`config.mk`:
```
export PLATFORM = sky130hd
export DESIGN_NAME = low_voltage_alarm_monitor_flat
export DESIGN_NICKNAME = d
export VERILOG_FILES = /design/src/sv/lvam_pkg.sv /design/src/sv/lvam_if.sv /design/src/sv/lvam_regs.sv /design/src/sv/lvam_front.sv /design/src/sv/lvam_fifo.sv /design/src/sv/lvam_back.sv /design/src/sv/low_voltage_alarm_monitor.sv /design/src/flat_wrapper.sv
export SDC_FILE = /design/constraint.sdc
export NUM_CORES = 1
export LEC_CHECK = 0
export BUFFER_PORTS_ARGS = -buffer_cell sky130_fd_sc_hd__buf_4
export CAP_MARGIN = 20
export CORE_UTILIZATION = 25
export DETAILED_ROUTE_END_ITERATION = 10
export PLACE_DENSITY = 0.45
export SLEW_MARGIN = 20
export SYNTH_ARGS = -nofsm -noshare
export SYNTH_HDL_FRONTEND = slang
export SYNTH_SLANG_ARGS = --single-unit
```
`constraint.sdc`:
```
create_clock -name clk -period 9.32 [get_ports clk]
set_clock_uncertainty 0.2 [all_clocks]
set_input_delay 0.466 -clock clk [delete_from_list [all_inputs] [get_ports clk]]
set_output_delay 0.466 -clock clk [all_outputs]
set_load 0.05 [all_outputs]
```
`src/sv/lvam_pkg.sv`:
```
// Shared types and constants for the low voltage alarm monitor.
package lvam_pkg;

  localparam int SAMPLE_W = 12;
  localparam int LEVEL_W  = 9;
  localparam int THR_W    = 10;
  localparam int SEV_W    = 3;
  localparam int GAP_W    = 16;
  localparam int CFG_DW   = 32;
  localparam int CFG_AW   = 4;

  localparam int NOMINAL_CV = 1200;

  localparam int BUZZ_ON_MS      = 500;
  localparam int BUZZ_OFF_MS     = 1000;
  localparam int BUZZ_PERIOD_MS  = 60000;
  localparam int LIGHT_ON_MS     = 350;
  localparam int LIGHT_OFF_MS    = 650;
  localparam int LIGHT_PERIOD_MS = 10000;

  localparam int BUZZ_GAP_BASE  = BUZZ_OFF_MS + BUZZ_PERIOD_MS;
  localparam int BUZZ_GAP_STEP  = BUZZ_ON_MS + BUZZ_OFF_MS;
  localparam int LIGHT_GAP_BASE = LIGHT_OFF_MS + LIGHT_PERIOD_MS;
  localparam int LIGHT_GAP_STEP = LIGHT_ON_MS + LIGHT_OFF_MS;

  localparam int RECOVER_RESET = 115;
  localparam int LOWEST_RESET  = 90;
  localparam int STEP_RESET    = 5;

  localparam logic [SEV_W-1:0] SEV_NONE  = 3'd0;
  localparam logic [SEV_W-1:0] SEV_FIRST = 3'd1;
  localparam logic [SEV_W-1:0] SEV_WORST = 3'd6;

  typedef enum logic [1:0] {
    REG_RECOVER_LEVEL = 2'd0,
    REG_LOWEST_LEVEL  = 2'd1,
    REG_LEVEL_STEP    = 2'd2,
    REG_BUZZ_FIRST    = 2'd3
  } lvam_reg_t;

  typedef struct packed {
    logic [7:0] recover_level;
    logic [7:0] lowest_level;
    logic [5:0] level_step;
    logic       buzzer_at_first_level;
  } lvam_cfg_t;

endpackage

```
`src/sv/lvam_if.sv`:
```
// Stream interfaces for sample input and result output.
interface lvam_sample_if;
  logic        valid;
  logic        ready;
  logic [11:0] sample_centivolts;

  modport source (output valid, output sample_centivolts, input ready);
  modport sink (input valid, input sample_centivolts, output ready);
endinterface

interface lvam_result_if;
  logic        valid;
  logic        ready;
  logic [11:0] average_centivolts;
  logic        decision_made;
  logic        alarm_stop;
  logic        alarm_start;
  logic [2:0]  severity;
  logic        buzzer_enabled;
  logic [15:0] buzzer_last_gap_ms;
  logic [15:0] light_last_gap_ms;

  modport source (
    output valid, output average_centivolts, output decision_made, output alarm_stop,
    output alarm_start, output severity, output buzzer_enabled,
    output buzzer_last_gap_ms, output light_last_gap_ms, input ready
  );
  modport sink (
    input valid, input average_centivolts, input decision_made, input alarm_stop,
    input alarm_start, input severity, input buzzer_enabled,
    input buzzer_last_gap_ms, input light_last_gap_ms, output ready
  );
endinterface

```
`src/sv/lvam_regs.sv`:
```
// APB configuration register bank.
module lvam_regs
  import lvam_pkg::*;
(
  input  logic              clk,
  input  logic              rst,
  input  logic              psel,
  input  logic              penable,
  input  logic              pwrite,
  input  logic [CFG_AW-1:0] paddr,
  input  logic [CFG_DW-1:0] pwdata,
  output logic [CFG_DW-1:0] prdata,
  output logic              pready,
  output lvam_cfg_t         cfg
);

  lvam_reg_t reg_sel;
  logic      wr_en;

  assign pready  = 1'b1;
  assign reg_sel = lvam_reg_t'(paddr[CFG_AW-1:2]);
  assign wr_en   = psel && penable && pwrite && pready;

  always_ff @(posedge clk) begin
    if (rst) begin
      cfg.recover_level         <= 8'(RECOVER_RESET);
      cfg.lowest_level          <= 8'(LOWEST_RESET);
      cfg.level_step            <= 6'(STEP_RESET);
      cfg.buzzer_at_first_level <= 1'b1;
    end else if (wr_en) begin
      case (reg_sel)
        REG_RECOVER_LEVEL: cfg.recover_level         <= pwdata[7:0];
        REG_LOWEST_LEVEL:  cfg.lowest_level          <= pwdata[7:0];
        REG_LEVEL_STEP:    cfg.level_step            <= pwdata[5:0];
        REG_BUZZ_FIRST:    cfg.buzzer_at_first_level <= pwdata[0];
        default: ;
      endcase
    end
  end

  always_comb begin
    prdata = '0;
    case (reg_sel)
      REG_RECOVER_LEVEL: prdata = CFG_DW'(cfg.recover_level);
      REG_LOWEST_LEVEL:  prdata = CFG_DW'(cfg.lowest_level);
      REG_LEVEL_STEP:    prdata = CFG_DW'(cfg.level_step);
      REG_BUZZ_FIRST:    prdata = CFG_DW'(cfg.buzzer_at_first_level);
      default:           prdata = '0;
    endcase
  end

endmodule

```
`src/sv/lvam_front.sv`:
```
// Front end: sample ring, running sum and group-of-N detection.
module lvam_front
  import lvam_pkg::*;
#(
  parameter int RING_DEPTH = 6,
  parameter int SUM_W      = 15
) (
  input  logic                clk,
  input  logic                rst,
  lvam_sample_if.sink         sample,
  output logic                push_valid,
  output logic [SUM_W:0]      push_data,
  input  logic                push_ready
);

  localparam int POS_W = $clog2(RING_DEPTH);

  logic [SAMPLE_W-1:0] ring [RING_DEPTH];
  logic [POS_W-1:0]    pos;
  logic [SUM_W-1:0]    sum;
  logic [SUM_W-1:0]    sum_next;
  logic                wrap;
  logic                accept;

  assign sample.ready = push_ready;
  assign accept       = sample.valid && push_ready;
  assign wrap         = (pos == POS_W'(RING_DEPTH - 1));
  assign sum_next     = sum - SUM_W'(ring[pos]) + SUM_W'(sample.sample_centivolts);

  assign push_valid = sample.valid;
  assign push_data  = {wrap, sum_next};

  always_ff @(posedge clk) begin
    if (rst) begin
      for (int i = 0; i < RING_DEPTH; i++) begin
        ring[i] <= SAMPLE_W'(NOMINAL_CV);
      end
      pos <= '0;
      sum <= SUM_W'(NOMINAL_CV * RING_DEPTH);
    end else if (accept) begin
      ring[pos] <= sample.sample_centivolts;
      pos       <= wrap ? '0 : pos + 1'b1;
      sum       <= sum_next;
    end
  end

endmodule

```
`src/sv/lvam_fifo.sv`:
```
// Two-entry queue between front and back.
module lvam_fifo #(
  parameter int WIDTH = 16
) (
  input  logic             clk,
  input  logic             rst,
  input  logic             in_valid,
  output logic             in_ready,
  input  logic [WIDTH-1:0] in_data,
  output logic             out_valid,
  input  logic             out_ready,
  output logic [WIDTH-1:0] out_data
);

  logic [WIDTH-1:0] entry [2];
  logic             wr_ptr;
  logic             rd_ptr;
  logic [1:0]       count;
  logic             push;
  logic             pop;

  assign in_ready  = (count != 2'd2);
  assign out_valid = (count != 2'd0);
  assign out_data  = entry[rd_ptr];
  assign push      = in_valid && in_ready;
  assign pop       = out_valid && out_ready;

  always_ff @(posedge clk) begin
    if (rst) begin
      wr_ptr <= 1'b0;
      rd_ptr <= 1'b0;
      count  <= 2'd0;
    end else begin
      if (push) wr_ptr <= ~wr_ptr;
      if (pop)  rd_ptr <= ~rd_ptr;
      count <= count + {1'b0, push} - {1'b0, pop};
    end
  end

  always_ff @(posedge clk) begin
    if (push) entry[wr_ptr] <= in_data;
  end

endmodule

```
`src/sv/lvam_back.sv`:
```
// Back end: average and level by reciprocal multiply, severity and alarm decisions.
module lvam_back
  import lvam_pkg::*;
#(
  parameter int RING_DEPTH = 6,
  parameter int SUM_W      = 15
) (
  input  logic           clk,
  input  logic           rst,
  input  lvam_cfg_t      cfg,
  input  logic           pop_valid,
  output logic           pop_ready,
  input  logic [SUM_W:0] pop_data,
  lvam_result_if.source  result
);

  // floor(n*M >> S) is exact for n < 2**SUM_W when S >= SUM_W + clog2(divisor)
  localparam int AVG_DIV   = RING_DEPTH;
  localparam int LVL_DIV   = RING_DEPTH * 10;
  localparam int AVG_SHIFT = SUM_W + $clog2(AVG_DIV);
  localparam int LVL_SHIFT = SUM_W + $clog2(LVL_DIV);
  localparam longint AVG_MUL = ((64'd1 << AVG_SHIFT) + AVG_DIV - 1) / AVG_DIV;
  localparam longint LVL_MUL = ((64'd1 << LVL_SHIFT) + LVL_DIV - 1) / LVL_DIV;
  localparam int AVG_PW = SUM_W + AVG_SHIFT;
  localparam int LVL_PW = SUM_W + LVL_SHIFT;

  logic              a_valid;
  logic              a_decision;
  logic [AVG_PW-1:0] a_avg_prod;
  logic [LVL_PW-1:0] a_lvl_prod;

  logic              out_free;
  logic              a_ready;
  logic              advance;

  logic [SEV_W-1:0]  cur_sev;
  logic              alarm_active;
  logic [SEV_W-1:0]  cur_sev_next;
  logic              alarm_active_next;

  logic [SAMPLE_W-1:0] avg;
  logic [LEVEL_W-1:0]  level;
  logic [THR_W-1:0]    thr [1:4];
  logic [SEV_W-1:0]    sev_map;
  logic                stop;
  logic                start;
  logic                buzz;
  logic [GAP_W-1:0]    buzz_gap;
  logic [GAP_W-1:0]    light_gap;

  assign out_free  = !result.valid || result.ready;
  assign a_ready   = !a_valid || out_free;
  assign pop_ready = a_ready;
  assign advance   = a_valid && out_free;

  // Stage A: reciprocal products, one register after the multipliers
  always_ff @(posedge clk) begin
    if (rst) begin
      a_valid <= 1'b0;
    end else if (a_ready) begin
      a_valid <= pop_valid;
    end
  end

  always_ff @(posedge clk) begin
    if (a_ready && pop_valid) begin
      a_decision <= pop_data[SUM_W];
      a_avg_prod <= AVG_PW'(pop_data[SUM_W-1:0]) * AVG_PW'(AVG_MUL);
      a_lvl_prod <= LVL_PW'(pop_data[SUM_W-1:0]) * LVL_PW'(LVL_MUL);
    end
  end

  assign avg   = a_avg_prod[AVG_SHIFT +: SAMPLE_W];
  assign level = a_lvl_prod[LVL_SHIFT +: LEVEL_W];

  always_comb begin
    for (int k = 1; k <= 4; k++) begin
      thr[k] = THR_W'(cfg.lowest_level) + THR_W'(cfg.level_step) * THR_W'(k);
    end
  end

  always_comb begin
    if (THR_W'(level) <= THR_W'(cfg.lowest_level)) sev_map = SEV_WORST;
    else if (THR_W'(level) <= thr[1])              sev_map = 3'd5;
    else if (THR_W'(level) <= thr[2])              sev_map = 3'd4;
    else if (THR_W'(level) <= thr[3])              sev_map = 3'd3;
    else if (THR_W'(level) <= thr[4])              sev_map = 3'd2;
    else                                           sev_map = SEV_FIRST;
  end

  always_comb begin
    cur_sev_next      = cur_sev;
    alarm_active_next = alarm_active;
    stop              = 1'b0;
    start             = 1'b0;
    buzz              = 1'b0;
    buzz_gap          = '0;
    light_gap         = '0;
    if (a_decision) begin
      if (level >= LEVEL_W'(cfg.recover_level)) begin
        stop              = alarm_active;
        alarm_active_next = 1'b0;
        cur_sev_next      = SEV_NONE;
      end else if (sev_map != cur_sev) begin
        cur_sev_next      = sev_map;
        stop              = alarm_active;
        alarm_active_next = 1'b1;
        start             = 1'b1;
        buzz              = (sev_map != SEV_FIRST) || cfg.buzzer_at_first_level;
        if (buzz) begin
          buzz_gap = GAP_W'(BUZZ_GAP_BASE) - GAP_W'(sev_map) * GAP_W'(BUZZ_GAP_STEP);
        end
        light_gap = GAP_W'(LIGHT_GAP_BASE) - GAP_W'(sev_map) * GAP_W'(LIGHT_GAP_STEP);
      end
    end
  end

  always_ff @(posedge clk) begin
    if (rst) begin
      cur_sev      <= SEV_NONE;
      alarm_active <= 1'b0;
      result.valid <= 1'b0;
    end else begin
      if (out_free) result.valid <= a_valid;
      if (advance) begin
        cur_sev      <= cur_sev_next;
        alarm_active <= alarm_active_next;
      end
    end
  end

  // Output register
  always_ff @(posedge clk) begin
    if (advance) begin
      result.average_centivolts <= avg;
      result.decision_made      <= a_decision;
      result.alarm_stop         <= stop;
      result.alarm_start        <= start;
      result.severity           <= cur_sev_next;
      result.buzzer_enabled     <= buzz;
      result.buzzer_last_gap_ms <= buzz_gap;
      result.light_last_gap_ms  <= light_gap;
    end
  end

  a_start_has_sev: assert property (@(posedge clk) disable iff (rst)
    result.valid && result.alarm_start |-> result.severity != SEV_NONE)
    else $error("alarm start with no severity");

  a_stop_on_decision: assert property (@(posedge clk) disable iff (rst)
    result.valid && (result.alarm_stop || result.alarm_start) |-> result.decision_made)
    else $error("alarm change outside a decision");

  a_buzz_with_start: assert property (@(posedge clk) disable iff (rst)
    result.valid && result.buzzer_enabled |-> result.alarm_start)
    else $error("buzzer enabled without a start");

  a_active_tracks_sev: assert property (@(posedge clk) disable iff (rst)
    (cur_sev == SEV_NONE) == !alarm_active)
    else $error("alarm flag and severity disagree");

endmodule

```
`src/sv/low_voltage_alarm_monitor.sv`:
```
// A taken sample enters the queue, then the stage A register, then the output register.
// Throughput: one sample per cycle while results are taken; the two-entry queue and the output register
// let input and output stall independently.
// Reset (rst, synchronous): ring filled with 1200 cV, sum 1200*RING_DEPTH, position 0,
// no alarm, registers at 115 / 90 / 5 / 1, queue and pipeline empty.
module low_voltage_alarm_monitor
  import lvam_pkg::*;
#(
  parameter int RING_DEPTH = 6
) (
  input  logic              clk,
  input  logic              rst,
  lvam_sample_if.sink       sample,
  lvam_result_if.source     result,
  input  logic              psel,
  input  logic              penable,
  input  logic              pwrite,
  input  logic [CFG_AW-1:0] paddr,
  input  logic [CFG_DW-1:0] pwdata,
  output logic [CFG_DW-1:0] prdata,
  output logic              pready
);

  localparam int SUM_W = SAMPLE_W + $clog2(RING_DEPTH);

  lvam_cfg_t      cfg;
  logic           push_valid;
  logic           push_ready;
  logic [SUM_W:0] push_data;
  logic           pop_valid;
  logic           pop_ready;
  logic [SUM_W:0] pop_data;

  lvam_regs u_regs (
    .clk     (clk),
    .rst     (rst),
    .psel    (psel),
    .penable (penable),
    .pwrite  (pwrite),
    .paddr   (paddr),
    .pwdata  (pwdata),
    .prdata  (prdata),
    .pready  (pready),
    .cfg     (cfg)
  );

  lvam_front #(.RING_DEPTH(RING_DEPTH), .SUM_W(SUM_W)) u_front (
    .clk        (clk),
    .rst        (rst),
    .sample     (sample),
    .push_valid (push_valid),
    .push_data  (push_data),
    .push_ready (push_ready)
  );

  lvam_fifo #(.WIDTH(SUM_W + 1)) u_fifo (
    .clk       (clk),
    .rst       (rst),
    .in_valid  (push_valid),
    .in_ready  (push_ready),
    .in_data   (push_data),
    .out_valid (pop_valid),
    .out_ready (pop_ready),
    .out_data  (pop_data)
  );

  lvam_back #(.RING_DEPTH(RING_DEPTH), .SUM_W(SUM_W)) u_back (
    .clk       (clk),
    .rst       (rst),
    .cfg       (cfg),
    .pop_valid (pop_valid),
    .pop_ready (pop_ready),
    .pop_data  (pop_data),
    .result    (result)
  );

endmodule

```
`src/flat_wrapper.sv`:
```
// flat-port wrapper written by rule: the top's interface ports become plain ports
module low_voltage_alarm_monitor_flat import lvam_pkg::*;
#(
  parameter int RING_DEPTH = 6
)
  (clk, rst, psel, penable, pwrite, paddr, pwdata, prdata, pready, sample_valid, sample_sample_centivolts, sample_ready, result_valid, result_average_centivolts, result_decision_made, result_alarm_stop, result_alarm_start, result_severity, result_buzzer_enabled, result_buzzer_last_gap_ms, result_light_last_gap_ms, result_ready);
  lvam_sample_if sample_i ();
  lvam_result_if result_i ();
  input  logic clk;
  input  logic rst;
  input  logic psel;
  input  logic penable;
  input  logic pwrite;
  input  logic [CFG_AW-1:0] paddr;
  input  logic [CFG_DW-1:0] pwdata;
  output logic [CFG_DW-1:0] prdata;
  output logic pready;
  input wire logic [$bits(sample_i.valid)-1:0] sample_valid;
  input wire logic [$bits(sample_i.sample_centivolts)-1:0] sample_sample_centivolts;
  output wire logic [$bits(sample_i.ready)-1:0] sample_ready;
  output wire logic [$bits(result_i.valid)-1:0] result_valid;
  output wire logic [$bits(result_i.average_centivolts)-1:0] result_average_centivolts;
  output wire logic [$bits(result_i.decision_made)-1:0] result_decision_made;
  output wire logic [$bits(result_i.alarm_stop)-1:0] result_alarm_stop;
  output wire logic [$bits(result_i.alarm_start)-1:0] result_alarm_start;
  output wire logic [$bits(result_i.severity)-1:0] result_severity;
  output wire logic [$bits(result_i.buzzer_enabled)-1:0] result_buzzer_enabled;
  output wire logic [$bits(result_i.buzzer_last_gap_ms)-1:0] result_buzzer_last_gap_ms;
  output wire logic [$bits(result_i.light_last_gap_ms)-1:0] result_light_last_gap_ms;
  input wire logic [$bits(result_i.ready)-1:0] result_ready;
  assign sample_i.valid = sample_valid;
  assign sample_i.sample_centivolts = sample_sample_centivolts;
  assign sample_ready = sample_i.ready;
  assign result_valid = result_i.valid;
  assign result_average_centivolts = result_i.average_centivolts;
  assign result_decision_made = result_i.decision_made;
  assign result_alarm_stop = result_i.alarm_stop;
  assign result_alarm_start = result_i.alarm_start;
  assign result_severity = result_i.severity;
  assign result_buzzer_enabled = result_i.buzzer_enabled;
  assign result_buzzer_last_gap_ms = result_i.buzzer_last_gap_ms;
  assign result_light_last_gap_ms = result_i.light_last_gap_ms;
  assign result_i.ready = result_ready;
  low_voltage_alarm_monitor #(.RING_DEPTH(RING_DEPTH)) u_core (.clk(clk), .rst(rst), .sample(sample_i), .result(result_i), .psel(psel), .penable(penable), .pwrite(pwrite), .paddr(paddr), .pwdata(pwdata), .prdata(prdata), .pready(pready));
endmodule
```
Yosys cells after proc, flatten, opt, wreduce, memory -nomap -nowiden:

Memory sizes are Yosys's and may differ from the RTL's. A register that Yosys moved wholly into a read port is not among the register bits.
Index checks and enable logic that the tools add are counted.

* add/subtract/negate cells: 11
* multipliers: 5
* order comparisons: 6
* equal/unequal tests: 7
* mux-type cells: 28
* bitwise logic cells: 5
* reduce and logical (&&, ||, !) cells: 22

Operators with widths (number)
* 32-bit one-hot mux with 4 select lines: 1
* 15-bit by 16-bit multiplier with 30-bit output (second input constant): 2
* 9-bit <= comparator: 4
* 3-bit 2-to-1 mux: 10
* 8-bit by 8-bit adder with 9-bit output: 2
* 14-bit by 15-bit subtractor with 16-bit output (first input constant): 1
* 15-bit by 12-bit adder with 15-bit output: 1
* 14-bit by 13-bit subtractor with 15-bit output (first input constant): 1
* 15-bit by 12-bit subtractor with 15-bit output: 1
* 1-bit 2-to-1 mux: 14
* 3-bit by 9-bit multiplier with 12-bit output (second input constant): 1
* 12-bit 2-to-1 mux: 1
* 12-bit OR reduction: 1
* 3-bit by 7-bit multiplier with 10-bit output (second input constant): 1
* 8-bit by 6-bit adder with 9-bit output: 1
* 8-bit by 7-bit adder with 9-bit output: 1
* 9-bit by 8-bit >= comparator with 1-bit output: 1
* 9-bit by 8-bit <= comparator with 1-bit output: 1
* 6-bit by 2-bit multiplier with 8-bit output (second input constant): 1
* 2-bit AND reduction: 4
* 1-bit logical AND: 5
* 1-bit NOT: 5
* 2-bit equality test (second input constant): 2
* 2-bit 2-to-1 mux: 2
* 16 further kinds: 20

* flip-flop bits (word level): 163
* bits in writable memories: 104
* bits of input ports: 55
* output and inout port bits: 86
* word-level logic and storage cells: 110
* memories: 2

Memories
* u_core.u_front.ring: depth 6, bits a word 12, read ports 1, clocked after memory_dff 1, write ports 6, RTL line lvam_front.sv:18 `logic [SAMPLE_W-1:0] ring [RING_DEPTH];`
* u_core.u_fifo.entry: depth 2, bits a word 16, read ports 1, clocked after memory_dff 1, write ports 1, RTL line lvam_fifo.sv:15 `logic [WIDTH-1:0] entry [2];`

Logic depth before layout (Yosys ltp):

* depth after elaboration: 11
* mapped depth: 29

Cells and area by module:

From an unflattened synthesis, not the netlist that was laid out.

* cell total of the unflattened synthesis: 1796
* area, all modules: 19731.4 um2

Modules (own cells, without submodules)
* lvam_back: times used 1, cells each 1087, area an instance 10955.5 um2, seq. area each 2132.0 um2
* lvam_front: times used 1, cells each 488, area an instance 6020.8 um2, seq. area each 3303.2 um2
* lvam_fifo: times used 1, cells each 74, area an instance 1438.9 um2, seq. area each 1061.0 um2
* lvam_regs: times used 1, cells each 147, area an instance 1316.3 um2, seq. area each 460.4 um2

Worst setup path after synthesis:

No wires, ideal clock.

* path kind: flip-flop to flip-flop
* start point: register (tool-made name)
* end point: register u_core.u_back.a_avg_prod[29], data pin
* arrival time: 6.116 ns
* required time: 8.860 ns
* path slack: 2.745 ns
* cell stages (with the launch flop): 22
* period minus slack after synthesis: 6.575 ns
* path through: dfxtp_1 > buf_4 > buf_1 > mux2_2 > ha_1 > inv_1 > fa_1 > fa_1 > inv_1 > fa_1 > fa_1 > fa_1 > ha_1 > a21o_1 > a221oi_1 > o22ai_1 > o21bai_2 > a31oi_1 > a21oi_2 > a211o_1 > a21oi_2 > xnor2_1

RTL lines
* end signal, assigned: RTL line lvam_back.sv:68 `a_avg_prod <= AVG_PW'(pop_data[SUM_W-1:0]) * AVG_PW'(AVG_MUL);`
* end, declared: RTL line lvam_back.sv:29 `logic [AVG_PW-1:0] a_avg_prod;`

==> results.yml <==
global_route:
  overflow: 0
  grt_use_total_pct: 12.0
  grt_pass1_wl_um: 72500
  grt_max_degree: 48
  grt_pass1_vias: 12952
  antenna_found_initial: 0
routing:
  postRouteAntennaNets: 0
  totalWireLength_um: 45100
  firstDrtPassIters: 5
  remaining_drc_errors: 0
  routed-via-count: 12212
  detail_route.vias_per_cell: 4.36
  wl_per_cell_um: 16.1
  drtIter0Drc: 602
logic_synthesis:
  yosys.area.top_type_share_pct: 30.7
  synth.avg_cell_area_sq_um: 11.1
  synth_area_leaders: "edfxtp_1 31%, ha_1 19%, fa_1 11%"
  ys_seq_area_share_pct: 36.5
  synth_area_leader_cell: "edfxtp_1"
  ys_seq_elements: 248
  syn_area_sq_mm: 0.0189
  ys_async_sr_fraction_pct: 0
  syn_inst: 1698
  synthFlopType: "edfxtp_1"
  synth-edff-count: 193
  yosys_warnings: 0
  synth.distinct_cells: 83
die:
  die_w_um: 277
  die-area_sq_mm: 0.0767
  ios: 141
  die_y_um: 277
  start_util_pct: 25.3
  core_sq_mm: 0.0746
  rows: 100
sta:
  final.min_clock_period_ps: 7480
  finalSetupTns_ps: 0
  finalMaxSlewViolations: 0
  fmax_ghz: 0.134
  rsz0062_at_grt: "no"
  whs_ps: 60.8
  hold_viol: 0
  fin_crit_sh_pct: 80.3
  setup_viol: 0
  slew_headroom_pct: 35.6
  worst_slew_pin_slew_ps: 965
setup_path:
  cp_top_family: "adder cells"
  cp_common_cell: "fa_1"
  end_kind: "flop"
  path_buf_inv: 3
  startpoint_type: "flop"
  path_cells: "mux2i_1 -> inv_1 -> ha_1 -> ha_1 -> inv_1 -> fa_1 -> inv_1 -> fa_1 -> fa_1 -> fa_1 -> ha_1 -> a21o_1 -> a221oi_1 -> o22ai_1 -> o21bai_2 -> a31oi_1 -> a21oi_2 -> a211o_1 -> a21oi_2 -> xnor2_1"
  critPathSlowestCell: "dfxtp_1"
  path_max_fanout: 18
  cp.required_ps: 9460
  critPathKind: "reg2reg"
  cpPeakStageDelay_ps: 890
  cp_data_arrival_time_ps: 7620
clock_network:
  hold_buffers: 14
  clock_latency_ps: 590
  clockBufferDepth: 3
  htreeDepth: 1
  clockRootBuffer: "clkbuf_16"
  cts-resized-gates: 0
  cts.clk_slew.worst_paths_ps: 60
  post_cts_buffers: 0
  cts-buffers-inserted: 31
  cts_tree: "done"
  clock-sinks: 248
final_layout:
  syn2layout_area_growth_pct: 15.4
  stdcell_count: 2800
  fin_util_pct: 29.2
  multi_input_area_sq_mm: 0.0107
  drive_above_1_share_pct: 12.8
  antenna_cells: 0
  nNetsFinal: 2252
  regArea_sq_mm: 0.00690
  fill_cells: 7716
place:
  io_buffers: 83
  place_inst: 2727
  gp_congestion: 0.792
  hpwl_um: 34800
run_status:
  status: "completed"
flow_run:
  maxCapViolCount: 0
min_path:
  hp-class: "in2reg"
## tightest hold or removal path, stage by stage
cell and delay, ps:
buf_4 90, nand2_1 90, inv_1 90
## final cells by class
type	count	area share, %
Clock buffer	38	3.77
Multi-Input combinational cell	1143	49.2
Sequential cell	248	31.6
Tap cell	969	5.56
Timing Repair Buffer	114	4.09
Clock inverter	20	1.07
Inverter	268	4.64
## final timing paths
kind,slack (ps),to,from,cells past startpoint
setup / recovery,1840,u_core.u_back.a_avg_prod[29],flop,20
hold / removal,60,u_core.u_front.ring[7][3],sample_sample_centivolts[3],3
setup reg to reg,1840,u_core.u_back.a_avg_prod[29],flop,20
hold reg to reg,220,u_core.u_back.result.average_centivolts[1],u_core.u_back.a_avg_prod[19],0
## cell families (layout without fill, tap and decap cells)
group,Yosys count,in the layout,synth area share [%]
adder cells (fa/ha/maj),391,391,30.1
AND/OR/NAND/NOR,349,349,8.72
buffers and inverters,336,440,7.45
flip-flops,248,248,36.5
AO/OA/AOI/OAI,224,224,7.97
multiplexers,79,79,6.00
XOR/XNOR,69,69,3.20
other,2,31,0.0398
## cells in the mapped netlist (6+ instances only)
cell type,number
a21o_1,27
a21oi_1,71
a31oi_1,8
and2_1,13
and3_1,11
buf_1,8
buf_4,35
clkbuf_1,23
dfxtp_1,55
edfxtp_1,193
fa_1,106
ha_1,285
inv_1,264
mux2_2,20
mux2i_1,33
mux4_2,25
nand2_1,105
nand2b_1,8
nand3_1,17
nand4_1,10
nor2_1,104
nor2b_1,12
nor3_1,28
nor4_1,11
o211ai_1,12
o21a_1,7
o21ai_0,34
o21bai_1,10
o31ai_1,7
or2_2,6
or3_1,9
xnor2_1,50
xor2_1,19
## state kept, by name, summed over array words and instances (netlist names), 9 cells and up, named ones only
register and cells:
u_core.u_front.ring 96, u_core.u_fifo.entry 32, u_core.u_regs.cfg 23, u_core.u_front.sum 15
u_core.u_back.result.buzzer_last_gap_ms 13, u_core.u_back.a_avg_prod 12, u_core.u_back.result.average_centivolts 12, u_core.u_back.result.light_last_gap_ms 11
u_core.u_back.a_lvl_prod 9
## layer usage
| layer | up-vias | part of all wire [%] | global-route usage (%) |
|---|---|---|---|
| met2 | 162 | 49 | 20.8 |
| li1 | 6048 | - | - |
| met3 | 38 | 3.2 | 1.54 |
| met4 | 0 | 1.7 | 2.38 |
| met5 | - | 0 | 0 |
| met1 | 5964 | 47 | 15.9 |
## through the flow
stage          area (sq um)  worst slack, ps
4_1_cts               21800             1680
3_5_place_dp          20600             1740
3_3_place_gp          20600             1740
6_report              21800             1840
2_1_floorplan         19000             2740
5_1_grt               21800             1300
## cell usage in the layout (no fill, tap or decap), types with 20 or more instances in the layout
master,Yosys,layout
inv_1,264,264
a21oi_1,71,70
clkbuf_16,0,31
mux2_2,20,20
ha_1,285,285
buf_4,35,100
o21ai_0,34,33
fa_1,106,106
xnor2_1,50,50
nor2_1,104,102
edfxtp_1,193,193
conb_1,2,31
mux2i_1,33,33
a21o_1,27,27
nand2_1,105,105
mux4_2,25,25
nor3_1,28,27
dfxtp_1,55,55
Power is not shown: default switching activity piles up to over one toggle a cycle in this logic, so the estimate is an artifact.
